**src/rtl/dspr_pkg.sv**
```systemverilog
// shared types and constants for the debug serial packet receiver
// no dependencies; used by every module of the block
`timescale 1ns / 1ps

package dspr_pkg;

    // largest payload a packet may announce
    localparam logic [15:0] PAYLOAD_CAPACITY = 16'd4080;
    // byte expected after the payload
    localparam logic [7:0]  TRAILER_BYTE     = 8'hAA;

    // leader register reset values
    localparam logic [31:0] DATA_LEADER_RST    = 32'h3030_3030;
    localparam logic [31:0] CONTROL_LEADER_RST = 32'h6969_6969;

    // default depth of the result queue between parser and output stage
    localparam int unsigned QUEUE_DEPTH_DEF = 4;

    // configuration register indexes
    localparam logic CFG_DATA_LEADER    = 1'b0;
    localparam logic CFG_CONTROL_LEADER = 1'b1;

    // input event kinds
    typedef enum logic {
        EV_BYTE    = 1'b0,
        EV_TIMEOUT = 1'b1
    } event_kind_t;

    // result kinds
    typedef enum logic [1:0] {
        RK_PAYLOAD = 2'd0,
        RK_ACCEPT  = 2'd1,
        RK_DISCARD = 2'd2,
        RK_TIMEOUT = 2'd3
    } result_kind_t;

    // one result record
    typedef struct packed {
        result_kind_t result_kind;
        logic [7:0]   payload_data;
        logic [15:0]  packet_type;
        logic [15:0]  byte_count;
        logic [31:0]  packet_id;
        logic [31:0]  checksum_field;
        logic         is_control;
        logic         last;
    } result_t;

    // queue status seen by the producer and the consumer
    typedef struct packed {
        logic full;
        logic empty;
    } queue_status_t;

endpackage

```
**src/rtl/dspr_parser.sv**
```systemverilog
// front end: leader search, header capture and payload/trailer classification
// depends on dspr_pkg
`timescale 1ns / 1ps

module dspr_parser (
    input  logic                   aclk,
    input  logic                   aresetn,
    input  logic                   cfg_we,
    input  logic                   cfg_index,
    input  logic [31:0]            cfg_wdata,
    input  logic                   in_accept,
    input  dspr_pkg::event_kind_t  in_kind,
    input  logic [7:0]             in_byte,
    output logic                   res_push,
    output dspr_pkg::result_t      res_data
);

    typedef enum logic [2:0] {
        PH_LEADER  = 3'd0,
        PH_TYPE    = 3'd1,
        PH_COUNT   = 3'd2,
        PH_ID      = 3'd3,
        PH_CSUM    = 3'd4,
        PH_PAYLOAD = 3'd5,
        PH_TRAILER = 3'd6
    } phase_t;

    phase_t      phase_reg, phase_next;
    logic [1:0]  idx_reg, idx_next;
    logic [31:0] shift_reg, shift_next;
    logic [15:0] type_reg, type_next;
    logic [15:0] count_reg, count_next;
    logic [31:0] id_reg, id_next;
    logic [31:0] csum_reg, csum_next;
    logic        ctrl_reg, ctrl_next;
    logic [15:0] remain_reg, remain_next;
    logic [31:0] data_leader_reg, control_leader_reg;

    // header fields as they stand after this transfer
    function automatic dspr_pkg::result_t with_header(
        input dspr_pkg::result_kind_t kind,
        input logic [7:0]  data,
        input logic [15:0] ptype,
        input logic [15:0] pcount,
        input logic [31:0] pid,
        input logic [31:0] pcsum,
        input logic        pctrl,
        input logic        fin
    );
        dspr_pkg::result_t r;
        r.result_kind    = kind;
        r.payload_data   = data;
        r.packet_type    = ptype;
        r.byte_count     = pcount;
        r.packet_id      = pid;
        r.checksum_field = pcsum;
        r.is_control     = pctrl;
        r.last           = fin;
        return r;
    endfunction

    // next state and result classification
    always_comb begin
        phase_next  = phase_reg;
        idx_next    = idx_reg;
        shift_next  = shift_reg;
        type_next   = type_reg;
        count_next  = count_reg;
        id_next     = id_reg;
        csum_next   = csum_reg;
        ctrl_next   = ctrl_reg;
        remain_next = remain_reg;
        res_push    = 1'b0;
        res_data    = '0;

        if (in_accept) begin
            if (in_kind == dspr_pkg::EV_TIMEOUT) begin
                // abort from any phase, realign groups
                res_push             = 1'b1;
                res_data.result_kind = dspr_pkg::RK_TIMEOUT;
                res_data.last        = 1'b1;
                phase_next           = PH_LEADER;
                idx_next             = 2'd0;
            end else begin
                unique case (phase_reg)
                    PH_TYPE: begin
                        type_next = {in_byte, type_reg[15:8]};
                        if (idx_reg >= 2'd1) begin
                            phase_next = PH_COUNT;
                            idx_next   = 2'd0;
                        end else begin
                            idx_next = idx_reg + 2'd1;
                        end
                    end
                    PH_COUNT: begin
                        count_next = {in_byte, count_reg[15:8]};
                        if (idx_reg >= 2'd1) begin
                            phase_next = PH_ID;
                            idx_next   = 2'd0;
                        end else begin
                            idx_next = idx_reg + 2'd1;
                        end
                    end
                    PH_ID: begin
                        id_next = {in_byte, id_reg[31:8]};
                        if (idx_reg == 2'd3) begin
                            phase_next = PH_CSUM;
                            idx_next   = 2'd0;
                        end else begin
                            idx_next = idx_reg + 2'd1;
                        end
                    end
                    PH_CSUM: begin
                        csum_next = {in_byte, csum_reg[31:8]};
                        if (idx_reg != 2'd3) begin
                            idx_next = idx_reg + 2'd1;
                        end else begin
                            idx_next = 2'd0;
                            if (count_reg > dspr_pkg::PAYLOAD_CAPACITY) begin
                                // oversized, drop silently
                                phase_next = PH_LEADER;
                            end else if (count_reg == 16'd0) begin
                                // empty packet completes here
                                res_push   = 1'b1;
                                res_data   = with_header(dspr_pkg::RK_ACCEPT, 8'd0, type_reg,
                                                         count_reg, id_reg, csum_next,
                                                         ctrl_reg, 1'b1);
                                phase_next = PH_LEADER;
                            end else begin
                                remain_next = count_reg;
                                phase_next  = PH_PAYLOAD;
                            end
                        end
                    end
                    PH_PAYLOAD: begin
                        res_push = 1'b1;
                        res_data = with_header(dspr_pkg::RK_PAYLOAD, in_byte, type_reg,
                                               count_reg, id_reg, csum_reg, ctrl_reg, 1'b0);
                        if (remain_reg <= 16'd1) begin
                            remain_next = 16'd0;
                            phase_next  = PH_TRAILER;
                        end else begin
                            remain_next = remain_reg - 16'd1;
                        end
                    end
                    PH_TRAILER: begin
                        res_push   = 1'b1;
                        res_data   = with_header((in_byte == dspr_pkg::TRAILER_BYTE) ?
                                                 dspr_pkg::RK_ACCEPT : dspr_pkg::RK_DISCARD,
                                                 8'd0, type_reg, count_reg, id_reg,
                                                 csum_reg, ctrl_reg, 1'b1);
                        phase_next = PH_LEADER;
                        idx_next   = 2'd0;
                    end
                    default: begin
                        // leader search; unused codes land here too
                        phase_next = PH_LEADER;
                        shift_next = {in_byte, shift_reg[31:8]};
                        if (idx_reg != 2'd3) begin
                            idx_next = idx_reg + 2'd1;
                        end else begin
                            idx_next = 2'd0;
                            if (shift_next == data_leader_reg) begin
                                ctrl_next  = 1'b0;
                                phase_next = PH_TYPE;
                            end else if (shift_next == control_leader_reg) begin
                                ctrl_next  = 1'b1;
                                phase_next = PH_TYPE;
                            end
                        end
                    end
                endcase
            end
        end
    end

    // state and leader registers
    always_ff @(posedge aclk) begin
        if (!aresetn) begin
            phase_reg          <= PH_LEADER;
            idx_reg            <= 2'd0;
            shift_reg          <= '0;
            type_reg           <= '0;
            count_reg          <= '0;
            id_reg             <= '0;
            csum_reg           <= '0;
            ctrl_reg           <= 1'b0;
            remain_reg         <= '0;
            data_leader_reg    <= dspr_pkg::DATA_LEADER_RST;
            control_leader_reg <= dspr_pkg::CONTROL_LEADER_RST;
        end else begin
            phase_reg  <= phase_next;
            idx_reg    <= idx_next;
            shift_reg  <= shift_next;
            type_reg   <= type_next;
            count_reg  <= count_next;
            id_reg     <= id_next;
            csum_reg   <= csum_next;
            ctrl_reg   <= ctrl_next;
            remain_reg <= remain_next;
            if (cfg_we && cfg_index == dspr_pkg::CFG_DATA_LEADER) begin
                data_leader_reg <= cfg_wdata;
            end
            if (cfg_we && cfg_index == dspr_pkg::CFG_CONTROL_LEADER) begin
                control_leader_reg <= cfg_wdata;
            end
        end
    end

endmodule

```
**src/rtl/dspr_queue.sv**
```systemverilog
// short result queue between the parser and the output stage
// depends on dspr_pkg
`timescale 1ns / 1ps

module dspr_queue #(
    parameter int unsigned DEPTH = dspr_pkg::QUEUE_DEPTH_DEF
) (
    input  logic                     aclk,
    input  logic                     aresetn,
    input  logic                     push,
    input  dspr_pkg::result_t        push_data,
    input  logic                     pop,
    output dspr_pkg::result_t        head_data,
    output dspr_pkg::queue_status_t  status
);

    localparam int unsigned PTR_W = (DEPTH > 1) ? $clog2(DEPTH) : 1;
    localparam int unsigned CNT_W = $clog2(DEPTH + 1);
    localparam logic [PTR_W-1:0] PTR_LAST = PTR_W'(DEPTH - 1);
    localparam logic [CNT_W-1:0] CNT_FULL = CNT_W'(DEPTH);

    dspr_pkg::result_t mem_reg [DEPTH];
    logic [PTR_W-1:0]  wr_ptr_reg, wr_ptr_next;
    logic [PTR_W-1:0]  rd_ptr_reg, rd_ptr_next;
    logic [CNT_W-1:0]  count_reg, count_next;
    logic              do_push, do_pop;

    assign status.full  = (count_reg == CNT_FULL);
    assign status.empty = (count_reg == '0);
    assign do_push      = push && !status.full;
    assign do_pop       = pop && !status.empty;
    assign head_data    = mem_reg[rd_ptr_reg];

    // pointer and fill count update
    always_comb begin
        wr_ptr_next = wr_ptr_reg;
        rd_ptr_next = rd_ptr_reg;
        count_next  = count_reg;
        if (do_push) begin
            wr_ptr_next = (wr_ptr_reg == PTR_LAST) ? '0 : wr_ptr_reg + PTR_W'(1);
        end
        if (do_pop) begin
            rd_ptr_next = (rd_ptr_reg == PTR_LAST) ? '0 : rd_ptr_reg + PTR_W'(1);
        end
        if (do_push && !do_pop) begin
            count_next = count_reg + CNT_W'(1);
        end else if (do_pop && !do_push) begin
            count_next = count_reg - CNT_W'(1);
        end
    end

    always_ff @(posedge aclk) begin
        if (!aresetn) begin
            wr_ptr_reg <= '0;
            rd_ptr_reg <= '0;
            count_reg  <= '0;
        end else begin
            wr_ptr_reg <= wr_ptr_next;
            rd_ptr_reg <= rd_ptr_next;
            count_reg  <= count_next;
        end
    end

    // storage, no reset needed
    always_ff @(posedge aclk) begin
        if (do_push) begin
            mem_reg[wr_ptr_reg] <= push_data;
        end
    end

endmodule

```
**src/rtl/dspr_out.sv**
```systemverilog
// back end: output register driving the result stream
// depends on dspr_pkg
`timescale 1ns / 1ps

module dspr_out (
    input  logic                     aclk,
    input  logic                     aresetn,
    input  dspr_pkg::queue_status_t  q_status,
    input  dspr_pkg::result_t        head_data,
    output logic                     pop,
    output logic                     out_valid,
    input  logic                     out_ready,
    output dspr_pkg::result_t        out_data
);

    logic              valid_reg, valid_next;
    dspr_pkg::result_t data_reg;

    // refill when the register is empty or its transfer completes
    assign pop = !q_status.empty && (!valid_reg || out_ready);

    always_comb begin
        if (pop) begin
            valid_next = 1'b1;
        end else if (out_ready) begin
            valid_next = 1'b0;
        end else begin
            valid_next = valid_reg;
        end
    end

    always_ff @(posedge aclk) begin
        if (!aresetn) begin
            valid_reg <= 1'b0;
        end else begin
            valid_reg <= valid_next;
        end
    end

    always_ff @(posedge aclk) begin
        if (pop) begin
            data_reg <= head_data;
        end
    end

    assign out_valid = valid_reg;
    assign out_data  = data_reg;

endmodule

```
**src/rtl/debug_serial_packet_receiver.sv**
```systemverilog
// top level of the debug serial packet receiver: parser, result queue, output stage
// depends on dspr_pkg, dspr_parser, dspr_queue, dspr_out
`timescale 1ns / 1ps

// Usage
//   s_ channel: one transfer per received serial byte (s_tuser = 0, byte in s_tdata)
//   or per link receive timeout (s_tuser = 1). The parser searches aligned
//   4-byte groups for the data or control leader, captures type, count, id
//   and checksum, then forwards each payload byte and finally reports the
//   trailer outcome; a timeout reports an abort from any phase.
//   m_ channel: zero or one result per input transfer, in order; tlast marks
//   the result that ends a packet attempt.
//   cfg port: cfg_we writes cfg_wdata to the leader selected by cfg_index
//   (0 data leader, 1 control leader); write only while the block is idle.
//   Throughput: one input transfer per cycle while the result queue is not full.
//   Path: a result enters the queue at its input transfer, then moves into the
//   output register when that register is empty or transferring, and from there
//   it transfers on m_.
//   Stall: results collect in a QUEUE_DEPTH-entry queue plus the output
//   register; s_tready drops only while the queue is full.
//   Reset: aresetn low returns the block to leader search with the leaders at
//   their reset values and both channels empty.

module debug_serial_packet_receiver #(
    parameter int unsigned QUEUE_DEPTH = dspr_pkg::QUEUE_DEPTH_DEF
) (
    input  logic          aclk,
    input  logic          aresetn,
    // configuration write port
    input  logic          cfg_we,
    input  logic          cfg_index,
    input  logic [31:0]   cfg_wdata,
    // input stream
    input  logic          s_tvalid,
    output logic          s_tready,
    input  logic [7:0]    s_tdata,   // [7:0] rx_byte
    input  logic          s_tuser,   // [0] kind
    // result stream
    output logic          m_tvalid,
    input  logic          m_tready,
    output logic [103:0]  m_tdata,   // [7:0] payload_data, [23:8] packet_type,
                                     // [39:24] byte_count, [71:40] packet_id,
                                     // [103:72] checksum_field
    output logic [2:0]    m_tuser,   // [1:0] result_kind, [2] is_control
    output logic          m_tlast
);

    logic                    s_xfer;
    logic                    res_push;
    dspr_pkg::result_t       res_data;
    dspr_pkg::result_t       head_data;
    dspr_pkg::result_t       out_data;
    dspr_pkg::queue_status_t q_status;
    logic                    q_pop;
    dspr_pkg::event_kind_t   in_kind;

    assign s_tready = !q_status.full;
    assign s_xfer   = s_tvalid && s_tready;
    assign in_kind  = dspr_pkg::event_kind_t'(s_tuser);

    // front end
    dspr_parser u_parser (
        .aclk      (aclk),
        .aresetn   (aresetn),
        .cfg_we    (cfg_we),
        .cfg_index (cfg_index),
        .cfg_wdata (cfg_wdata),
        .in_accept (s_xfer),
        .in_kind   (in_kind),
        .in_byte   (s_tdata),
        .res_push  (res_push),
        .res_data  (res_data)
    );

    // decoupling queue
    dspr_queue #(
        .DEPTH (QUEUE_DEPTH)
    ) u_queue (
        .aclk      (aclk),
        .aresetn   (aresetn),
        .push      (res_push),
        .push_data (res_data),
        .pop       (q_pop),
        .head_data (head_data),
        .status    (q_status)
    );

    // back end
    dspr_out u_out (
        .aclk      (aclk),
        .aresetn   (aresetn),
        .q_status  (q_status),
        .head_data (head_data),
        .pop       (q_pop),
        .out_valid (m_tvalid),
        .out_ready (m_tready),
        .out_data  (out_data)
    );

    // result packing
    assign m_tdata = {out_data.checksum_field, out_data.packet_id, out_data.byte_count,
                      out_data.packet_type, out_data.payload_data};
    assign m_tuser = {out_data.is_control, out_data.result_kind};
    assign m_tlast = out_data.last;

    // a full queue must hold off the input side
    a_full_blocks_input: assert property (@(posedge aclk) disable iff (!aresetn)
        q_status.full |-> !s_tready)
        else $error("input accepted while result queue full");

    // every timeout transfer queues an abort result
    a_timeout_aborts: assert property (@(posedge aclk) disable iff (!aresetn)
        (s_xfer && s_tuser) |->
            (res_push && res_data.result_kind == dspr_pkg::RK_TIMEOUT && res_data.last))
        else $error("timeout transfer did not produce an abort result");

    // only payload results leave tlast low
    a_last_matches_kind: assert property (@(posedge aclk) disable iff (!aresetn)
        res_push |-> (res_data.last == (res_data.result_kind != dspr_pkg::RK_PAYLOAD)))
        else $error("tlast inconsistent with result kind");

    // results are only produced by accepted input transfers
    a_push_needs_input: assert property (@(posedge aclk) disable iff (!aresetn)
        res_push |-> s_xfer)
        else $error("result queued without an input transfer");

endmodule
```
**config.mk**
```make
export PLATFORM = sky130hd
export DESIGN_NAME = debug_serial_packet_receiver
export DESIGN_NICKNAME = d
export VERILOG_FILES = /design/src/rtl/dspr_pkg.sv /design/src/rtl/dspr_parser.sv /design/src/rtl/dspr_queue.sv /design/src/rtl/dspr_out.sv /design/src/rtl/debug_serial_packet_receiver.sv
export SDC_FILE = /design/constraint.sdc
export NUM_CORES = 1
export LEC_CHECK = 0
export CAP_MARGIN = 5
export CORE_MARGIN = 1
export CORE_UTILIZATION = 25
export CTS_CLUSTER_DIAMETER = 30
export DETAILED_ROUTE_END_ITERATION = 16
export DONT_BUFFER_PORTS = 1
export PLACE_DENSITY = 0.47
export SYNTH_ARGS = -nofsm -noshare
export SYNTH_HDL_FRONTEND = slang
export SYNTH_SLANG_ARGS = --single-unit
```
**constraint.sdc**
```tcl
create_clock -name aclk -period 7.3 [get_ports aclk]
set_input_delay 0.365 -clock aclk [delete_from_list [all_inputs] [get_ports aclk]]
set_output_delay 0.365 -clock aclk [all_outputs]
set_load 0.05 [all_outputs]
```
======== Yosys cells after proc, flatten, opt, wreduce, memory -nomap -nowiden ========
Memory sizes are Yosys's and may differ from the RTL's. A register that Yosys moved wholly into a read port is not among the register bits.
Index checks and enable logic that the tools add are counted.
word-level totals
  bits in writable memories ............... 432
  bits of input ports ..................... 47
  register bits after elaboration ......... 222
  memories ................................ 1
  word-level logic and storage cells ...... 131
  output and inout port bits .............. 110
operators by class
  reduce and logical (&&, ||, !) cells .... 32
  equality and inequality tests ........... 23
  order comparisons ....................... 3
  bitwise logic cells ..................... 4
  muxes and demuxes ....................... 47
  add/subtract/negate cells ............... 6
memories
  name             words  bits a word  read ports  clocked after memory_dff  wr ports  RTL line          source
  u_queue.mem_reg  4      108          1           1                         1         dspr_queue.sv:22  dspr_pkg::result_t mem_reg [DEPTH];
operators with widths
  cell                                                   number
  2-to-1 mux 108 bit                                     3
  case mux 108 bit (3 select lines)                      1
  2-to-1 mux 107 bit                                     1
  2-to-1 mux 105 bit                                     1
  equality test 32 bit                                   2
  2-to-1 mux 16 bit                                      4
  2-to-1 mux 3 bit                                       12
  case mux 16 bit (2 select lines)                       1
  case mux 3 bit (6 select lines)                        1
  > comparator 16 x 12 -> 1 bit, second input constant   1
  <= comparator 16 x 1 -> 1 bit, second input constant   1
  zero test 16 bit                                       1
  2-to-1 mux 2 bit                                       8
  subtractor 16 x 1 -> 16 bit, second input constant     1
  AND reduction 3 bit                                    5
  2-to-1 mux 1 bit                                       13
  equality test 3 bit, second input constant             4
  inequality test 3 x 2 -> 1 bit, second input constant  4
  AND reduction 6 bit                                    2
  inequality test 2 bit, second input constant           5
  equality test 8 bit, second input constant             1
  logical AND 1 bit                                      8
  case mux 2 bit (4 select lines)                        1
  nonzero test 2 bit                                     4
  17 further kinds                                       30

======== Logic depth before layout (Yosys ltp) ========
Gate-level depths: netlist (run 1).
  depth after elaboration ................. 12
  mapped depth ............................ 13
  gate-level depth less buffers ........... 11

======== Cells and area by module ========
A second synthesis (run 1) with hierarchy kept.
second synthesis, totals
  cell total of the unflattened synthesis .. 1986
  area, all modules ....................... 28798.9 µm²
by module, submodules not included
  module                        cells an instance  area each (µm²)  sequential area each (µm²)  times used
  dspr_queue                    615                16017.9          13152.6                     1
  dspr_parser                   1257               9484.1           4124.0                      1
  dspr_out                      112                3286.9           3263.1                      1
  debug_serial_packet_receiver  2                  10.0             0.0                         1

======== Worst setup path before layout (run 1) ========
OpenSTA, ideal clock, no wires.
  path type ............................... register to register
  start ................................... reg u_queue.count_reg[0]
  end ..................................... reg u_queue.count_reg[2]
  period minus slack after synthesis ...... 7601 ps
  path buffers ............................ 0
  stages on the path, launching flop included .. 10
  setup slack ............................. -301 ps
  library setup time ...................... 70 ps
  required time ........................... 7230 ps
  arrival time ............................ 7530 ps
  cells stage by stage .................... dfxtp_1 -> nor3_1 -> a21oi_1 -> inv_1 -> ha_1 -> inv_1 -> fa_1 -> xor2_1 -> or3_1 -> a21oi_1
on the way
  elaborated cells between the ends (all ways) .. 18
  classes of those cells .................. add/sub (2); eq/ne (1); mux (3); reduce/logical (12)
RTL lines
  what                                                           RTL line                            source
  start: declaration                                             dspr_queue.sv:25                    logic [CNT_W-1:0] count_reg, count_next;
  start signal: assignment                                       dspr_queue.sv:60                    count_reg <= count_next;
  zero test 3 bit *                                              dspr_queue.sv:29                    assign status.empty = (count_reg == '0);
  zero test 1 bit *                                              dspr_out.sv:20                      assign pop = !q_status.empty && (!valid_reg || out_ready);
  logical AND 1 bit *                                            dspr_out.sv:20
  via q_pop                                                      debug_serial_packet_receiver.sv:54  logic q_pop;
  logical AND 1 bit *                                            dspr_queue.sv:31                    assign do_pop = pop && !status.empty;
  zero test 1 bit                                                dspr_queue.sv:45                    if (do_push && !do_pop) begin
  logical AND 1 bit                                              dspr_queue.sv:45
  2-to-1 mux 3 bit / nonzero test 2 bit (equally long branches)  n/a
Mark *: on every way through the listed nets, which the timed path passes. The rest lies on a longest branch. The select of a mux whose other input is x is not followed.
A chain may end at the register's enable or synchronous reset.

======== Worst setup path after layout (run 1) ========
  start ................................... reg u_parser.count_reg[1]
  end ..................................... mem u_queue.mem_reg[3][21] in the netlist's numbering (enable)
on the way
  word-level cells in the longest chain between the ends .. 10
  elaborated cells between the ends (all ways) .. 11
  classes of those cells .................. order compare (1); mux (8); reduce/logical (2)
RTL lines
  what                                                                   RTL line            source
  start: declaration                                                     dspr_parser.sv:32   logic [15:0] count_reg, count_next;
  start signal: assignment                                               dspr_parser.sv:196  count_reg <= count_next;
  branches (longest 2 deep; another with > comparator 16 x 12 -> 1 bit)  n/a
  2-to-1 mux 1 bit *                                                     dspr_parser.sv:119  if (count_reg > dspr_pkg::PAYLOAD_CAPACITY) begin
  2-to-1 mux 1 bit *                                                     dspr_parser.sv:115  if (idx_reg != 2'd3) begin
  case mux 1 bit (2 select lines) *                                      dspr_parser.sv:85   unique case (phase_reg)
  2-to-1 mux 1 bit *                                                     dspr_parser.sv:77   if (in_kind == dspr_pkg::EV_TIMEOUT) begin
  2-to-1 mux 1 bit *                                                     dspr_parser.sv:76   if (in_accept) begin
  logical AND 1 bit *                                                    dspr_queue.sv:30    assign do_push = push && !status.full;
  via u_queue.do_push                                                    dspr_queue.sv:26    logic do_push, do_pop;
  2-to-1 mux 1 bit *                                                     dspr_queue.sv:66    if (do_push) begin
  2-to-1 mux 1 bit (implied by the code) *                               dspr_queue.sv:67    mem_reg[wr_ptr_reg] <= push_data;
  end: declaration                                                       dspr_queue.sv:22
Mark *: on every way through the listed nets, which the timed path passes.

==> flow_summary.ini, run 1 <==
[critical_path]
critical_path_class = reg2reg
cp_data_arrival_time_ns = 4.42
cp-end-kind = flip-flop
slowest_delay_ns = 0.91
path_buf_inv = 3
critPathMaxFanout = 63
crit_family = simple AND/OR/NAND/NOR gates
cp.required_ns = 7.66
worst_path_max_delay_cell = and2_4
start_kind = flip-flop
worstPathCellList = nor4_1, nand2_1, nor3_4, buf_4, o31ai_4, inv_1, and2_4, buf_4
cpMostUsedCell = buf_4

[min_path]
hp-class = in2reg

[sta]
worst_clock_skew_ns = 0.0581
finalSetupTns_ns = 0
hold_violations = 0
setup_slack_ns = 3.24
slew_viol_final = 0
finalSetupViolCount = 0
tightest_slew_ns = 1.34
timing.final.crit_period_ns = 4.06
min_period_over_period = 0.556
rsz0062_at_grt = false
relSlewSlack = 0.105
max_freq_mhz = 247

[floorplanning]
die_h_um = 342
die_area_um2 = 117000
fp-row-count = 124
fp.dieW_um = 342
start_util = 0.252
core_area_um2 = 114000
io_pins = 157

[run]
maxCapViolCount = 0

[logic_synthesis]
avgSynthCellArea_um2 = 14.8
syn-num-nets = 2011
netlist_instances = 1952
synth_edf_count = 540
ys_seq_elements = 754
yosysSeqAreaShare = 0.710
synth.distinct_cells = 55
syn_area_um2 = 28900
synth_ff_type = edfxtp_1
yosysWarnings = 0
async_flop_share = 0

[clock_tree]
clock_latency_ns = 0.76
cts_max_path_buffers = 3
cts_inserted_buffers = 186
postCtsSetupBuffers = 0
cts_root_buf = clkbuf_16
cts_sinks = 754
cts_tree = built
htree_levels = 4
clkTransAtPathRegs_ns = 0.05

[global_route]
grt_use_total = 0.131
grt.overflow.total = 0
grt_max_degree = 114
grt_pass1_vias = 17800
grt_pass1_wl_mm = 113
antenna_found_initial = 4

[power]
p_per_area_nw_per_um2 = 438
p_total_mw = 16.5
irDropWorstVdd_v = 0.000209
leakagePower_nw = 13.1

[final_layout]
largest_register_ffs = 432
layout.cells.non_filler = 3788
finalNetCount = 2168
area_growth_pct = 30.4
drive_above_1_share = 0.200
stdcell_area_um2 = 37600

[place]
dpl-instance-area_um2 = 30400
hpwl_mm = 43.4
dp_cells = 3366
port_buffers = 0
dp_slack_ns = 3.14
gp_congestion = 0.798

[routing]
vias = 16800
wire_per_inst_um = 20.1
dr.pass1.iters = 5
route.detailed.drc = 0
drt-initial-drc-count = 1179
via_per_inst = 4.44
ant_nets = 0
routed_wl_mm = 76.1

[run_status]
status = completed
-- worst reg2reg max path, cell delays in order (launching register included) --
cell	delay, ns
dfxtp_1	0.34
nor4_1	0.55
nand2_1	0.18
nor3_4	0.21
buf_4	0.39
o31ai_4	0.13
inv_1	0.16
and2_4	0.91
buf_4	0.77
-- Yosys cell counts (all sizes together) (3+ instances only) --
cell type / n / area [µm²]
inv: 16 / 60.1
and3: 13 / 81.3
nor4: 22 / 138
nand2: 286 / 1070
a31oi: 5 / 31.3
xor2: 66 / 578
dfxtp: 214 / 4280
o211ai: 6 / 45.0
and2: 74 / 463
or3: 4 / 25.0
nor3: 11 / 66.3
o21ai: 19 / 95.1
o32ai: 4 / 35.0
mux2i: 58 / 581
a22oi: 37 / 278
o31ai: 7 / 66.3
nor2b: 8 / 50.1
mux4: 108 / 2430
nor4b: 3 / 26.3
edfxtp: 540 / 16200
a32oi: 4 / 35.0
ha: 11 / 138
clkbuf: 78 / 293
nand3: 37 / 190
buf: 40 / 211
nor2: 119 / 452
a21oi: 130 / 651
a211oi: 4 / 30.0
nand4: 7 / 43.8
-- power breakdown --
part / internal [mW] / total [mW] / leakage [nW] / switching, mW
sequential: 5.26 / 6.75 / 6.90 / 1.49
combinational: 0.640 / 1.45 / 3.11 / 0.814
clock: 5.66 / 8.28 / 3.09 / 2.62
-- timing repair --
action	4_1_cts	5_1_grt
hold buffers	66	0
endpoints found under the hold margin	164	0
endpoints found under the setup margin	0	0
resized for setup	0	0
-- cell usage in the layout, fill, tap and decap left out, types with 16 or more instances in the layout --
master,instances
edfxtp_1,540
nand2_1,286
dfxtp_1,212
clkbuf_16,192
a21oi_1,129
nor2_1,116
mux4_2,108
and2_1,70
xor2_1,66
dlygate4sd3_1,65
mux2i_1,58
a22oi_1,37
nand3_1,35
clkbuf_1,31
clkinv_2,27
clkinvlp_4,25
nor4_1,22
bufinv_16,21
buf_4,20
o21ai_0,18
clkinv_1,16
-- cells by family after synthesis --
group	count (synthesis)	synth area share
mux	166	0.104
xor+xnor	67	0.0203
compound gates	226	0.0469
flops	754	0.710
fa+ha+maj	12	0.00546
buf+inv	134	0.0196
simple gates	593	0.0928
-- area by class of cell --
cell class,count,area [µm²]
multi-input combinational,1064,7830
clock buffer,233,5060
timing repair buffer,87,836
fill,11000,76700
inverter,16,65.1
sequential,754,20500
clock inverter,119,1430
antenna,3,7.51
tap,1512,1890
-- per-stage QoR --
stage | hold WS (ns) | util
final | 0.0606 | 0.329
after floorplan | 0.432 | -
after global placement | 0.441 | 0.266
after detailed placement | 0.445 | 0.266
after CTS | 0.0000853 | 0.329
after global routing | 0.0384 | 0.329
-- layer usage --
metal,up-vias,part of all wire,track usage
met2,481,0.49,0.218
met4,0,0.030,0.0574
met5,-,0,0
met3,148,0.064,0.0415
li1,7655,-,-
met1,8524,0.41,0.154
-- worst paths after layout --
path | cells past startpoint | slack, ns | end | from
worst max-delay path | 8 | 3.24 | u_queue.mem_reg[3][21]$_DFFE_PP_ | u_parser.count_reg[1]$_SDFFE_PN0P_
worst min-delay path | 2 | 0.06 | u_parser.ctrl_reg$_SDFFE_PN0P_ | s_tvalid
worst max register to register | 8 | 3.24 | u_queue.mem_reg[3][21]$_DFFE_PP_ | u_parser.count_reg[1]$_SDFFE_PN0P_
worst min register to register | 2 | 0.45 | u_parser.id_reg[4]$_SDFFE_PN0P_ | u_parser.id_reg[4]$_SDFFE_PN0P_
(Power assumes the default switching activity.)
==> run 2, diff against run 1 <==
Settings changed: ABC_AREA set to 1.
Clock period 7.3 ns to 3.6 ns, I/O delays scaled along.
==> run 2 against run 1 <==
- register-to-register slack worse by 2.9 ns
- hold slack improved by 0.026 ns
- cell count is 17% higher
- clock skew fell by 0.012 ns
- largest power group unchanged
- final area grew 2.3%
- clock power grew 110%
- sequential cell count did not move
- critical endpoint is now u_parser.count_reg[5]$_SDFFE_PN0P_
- count of clock-buffer cells in the layout grew 6
==> flow_summary.ini, run 2 <==
[place]
gp_congestion = 0.763
port_buffers = 0
dp_cells = 4010
hpwl_mm = 44.5
dpl-instance-area_um2 = 31200

[logic_synthesis]
syn_area_um2 = 29500
netlist_instances = 2613
synthTopCellsByArea = edfxtp_1 (55%), dfxtp_1 (15%), nor2_1 (6.6%)
synth.largest_area_cell = edfxtp_1
yosys-top-cells-count = edfxtp_1 (540), nor2_1 (520), o21ai_0 (369)
avgSynthCellArea_um2 = 11.3
ys_seq_elements = 754
yosysWarnings = 0
synth_edf_count = 540
synth.distinct_cells = 44
async_flop_share = 0
syn-num-nets = 2672
synth_ff_type = edfxtp_1
yosysSeqAreaShare = 0.695
synth_top_area_frac = 0.550
synthMostInstantiatedCell = edfxtp_1

[clock_tree]
clock_latency_ns = 0.77
cts_inserted_buffers = 179
cts_sinks = 754
clkTransAtPathRegs_ns = 0.04
htree_levels = 4
cts_max_path_buffers = 3
cts_tree = built
cts_root_buf = clkbuf_16

[final_layout]
stdcell_area_um2 = 38500
finalNetCount = 2791
largest_register_ffs = 432
final_core_util = 0.330
drive_above_1_share = 0.139
final_common_cell = edfxtp_1
final_cell_mix = edfxtp_1 (540), nor2_1 (515), o21ai_0 (369)
area_growth_pct = 30.4
layout.cells.non_filler = 4415

[floorplanning]
core_area_um2 = 117000
fp-row-count = 125
start_util = 0.253
die_area_um2 = 119000
fp.dieW_um = 346
io_pins = 157
die_h_um = 346

[routing]
vias = 19700
route.detailed.drc = 0
wire_per_inst_um = 17.9
ant_nets = 0
routed_wl_mm = 78.8
drt-initial-drc-count = 1338
dr.pass1.iters = 5
via_per_inst = 4.46

[sta]
rsz0062_at_grt = false
max_freq_mhz = 311
relSlewSlack = 0.173
worst_clock_skew_ns = 0.0459
tightest_slew_ns = 1.24
finalSetupViolCount = 0
timing.final.crit_period_ns = 3.21
slew_viol_final = 0
hold_violations = 0
min_period_over_period = 0.893

[critical_path]
cp.required_ns = 4.19
cp_data_arrival_time_ns = 3.80
critPathMaxFanout = 22
start_kind = flip-flop
critical_path_class = reg2reg
cp-end-kind = flip-flop

[power]
irDropWorstVdd_v = 0.000684
p_switching_mw = 11.4
power_frac_seq = 0.384
swShare = 0.320
comb_power_share = 0.132
leakagePower_nw = 14.1
power_frac_clock = 0.484
power.internal_mw = 24.1
p_total_mw = 35.5
p_per_area_nw_per_um2 = 923

[global_route]
met3_usage = 0.0397
grt_pass1_vias = 19600
grt_use_total = 0.131
antenna_found_initial = 16
grt_max_degree = 219
grt.met1_usage = 0.173
grt.overflow.total = 0
use_met2 = 0.203
grt.busiest_layer = met2
grt_pass1_wl_mm = 121

[run]
maxCapViolCount = 0

[min_path]
hp-class = in2reg

[run_status]
status = completed
[run 2: cell count changes in the layout (fill, tap and decap cells not counted), moves of 70 or more]
cell | previous run | this run
nor2_1 | 116 | 515
and2_1 | 70 | 0
nand2_1 | 286 | 210
o22ai_1 | 1 | 120
o21ai_0 | 18 | 369
inv_1 | 15 | 108
mux4_2 | 108 | 0
[run 2: power groups by stage]
stage | sequential, mW | clock (mW) | combinational (mW)
after CTS | 13.7 | 17.5 | 4.90
after global placement | 13.8 | 0 | 4.74
final | 13.6 | 17.2 | 4.70
after floorplan | 13.6 | 0 | 3.03
after detailed placement | 13.8 | 0 | 4.76
after global routing | 13.7 | 18.0 | 5.31
[run 2: area by class of cell]
cell class                 instances  area [µm²]
inverter                         125         478
clock inverter                    98        1520
antenna                            3        7.51
timing repair buffer             100        1130
tap                             1524        1910
clock buffer                     239        5070
multi-input combinational       1572        7860
fill                           11700       78200
sequential                       754       20500
[run 2: metal layers]
| metal | wire length, µm | vias to the layer above |
|---|---|---|
| li1 | - | 9504 |
| met2 | 36200 | 470 |
| met3 | 4840 | 135 |
| met4 | 1430 | 10 |
| met5 | 59 | - |
| met1 | 36300 | 9573 |
[run 2: worst max-delay path, stage by stage (launching register included)]
cell           delay [ns]
dfxtp_1              0.36
inv_2                0.08
nand3_2              0.33
nand2_4              0.17
nor2_4               0.12
dlygate4sd3_1        0.60
inv_4                0.11
nor2_1               0.49
inv_1                0.44
o21ai_0              0.30
a21oi_1              0.06
[run 2: worst paths after layout]
path | start | end | slack (ns) | cells past startpoint
max | u_queue.count_reg[1]$_SDFFE_PN0P_ | u_parser.count_reg[5]$_SDFFE_PN0P_ | 0.39 | 10
min | cfg_wdata[14] | u_parser.control_leader_reg[14]$_SDFFE_PN1P_ | 0.09 | 3
min reg2reg | u_parser.ctrl_reg$_SDFFE_PN0P_ | u_parser.ctrl_reg$_SDFFE_PN0P_ | 0.46 | 2
max reg2reg | u_queue.count_reg[1]$_SDFFE_PN0P_ | u_parser.count_reg[5]$_SDFFE_PN0P_ | 0.39 | 10
[run 2: per-stage QoR]
step	TNS, ns	setup slack (ns)	hold slack [ns]
CTS	0	0.260	0.0189
global placement	0	0.926	0.277
detailed placement	0	0.876	0.281
global route	0	0.0507	0.0597
floorplan	-330.24	-0.764	0.293
finish	0	0.387	0.0868
[run 2: cells by family after synthesis]
family / count (synthesis) / share of synthesized area
fa+ha+maj: 12 / 0.00534
buf+inv: 287 / 0.0407
simple gates: 824 / 0.115
flops: 754 / 0.695
xor+xnor: 63 / 0.0187
compound gates: 673 / 0.126
[run 2: repair_timing]
action / CTS / global route
hold buffers: 65 / 0
setup buffers: 0 / 0
resized for setup: 0 / 1
hold endpoints to repair: 302 / 0
endpoints found under the setup margin: 0 / 1
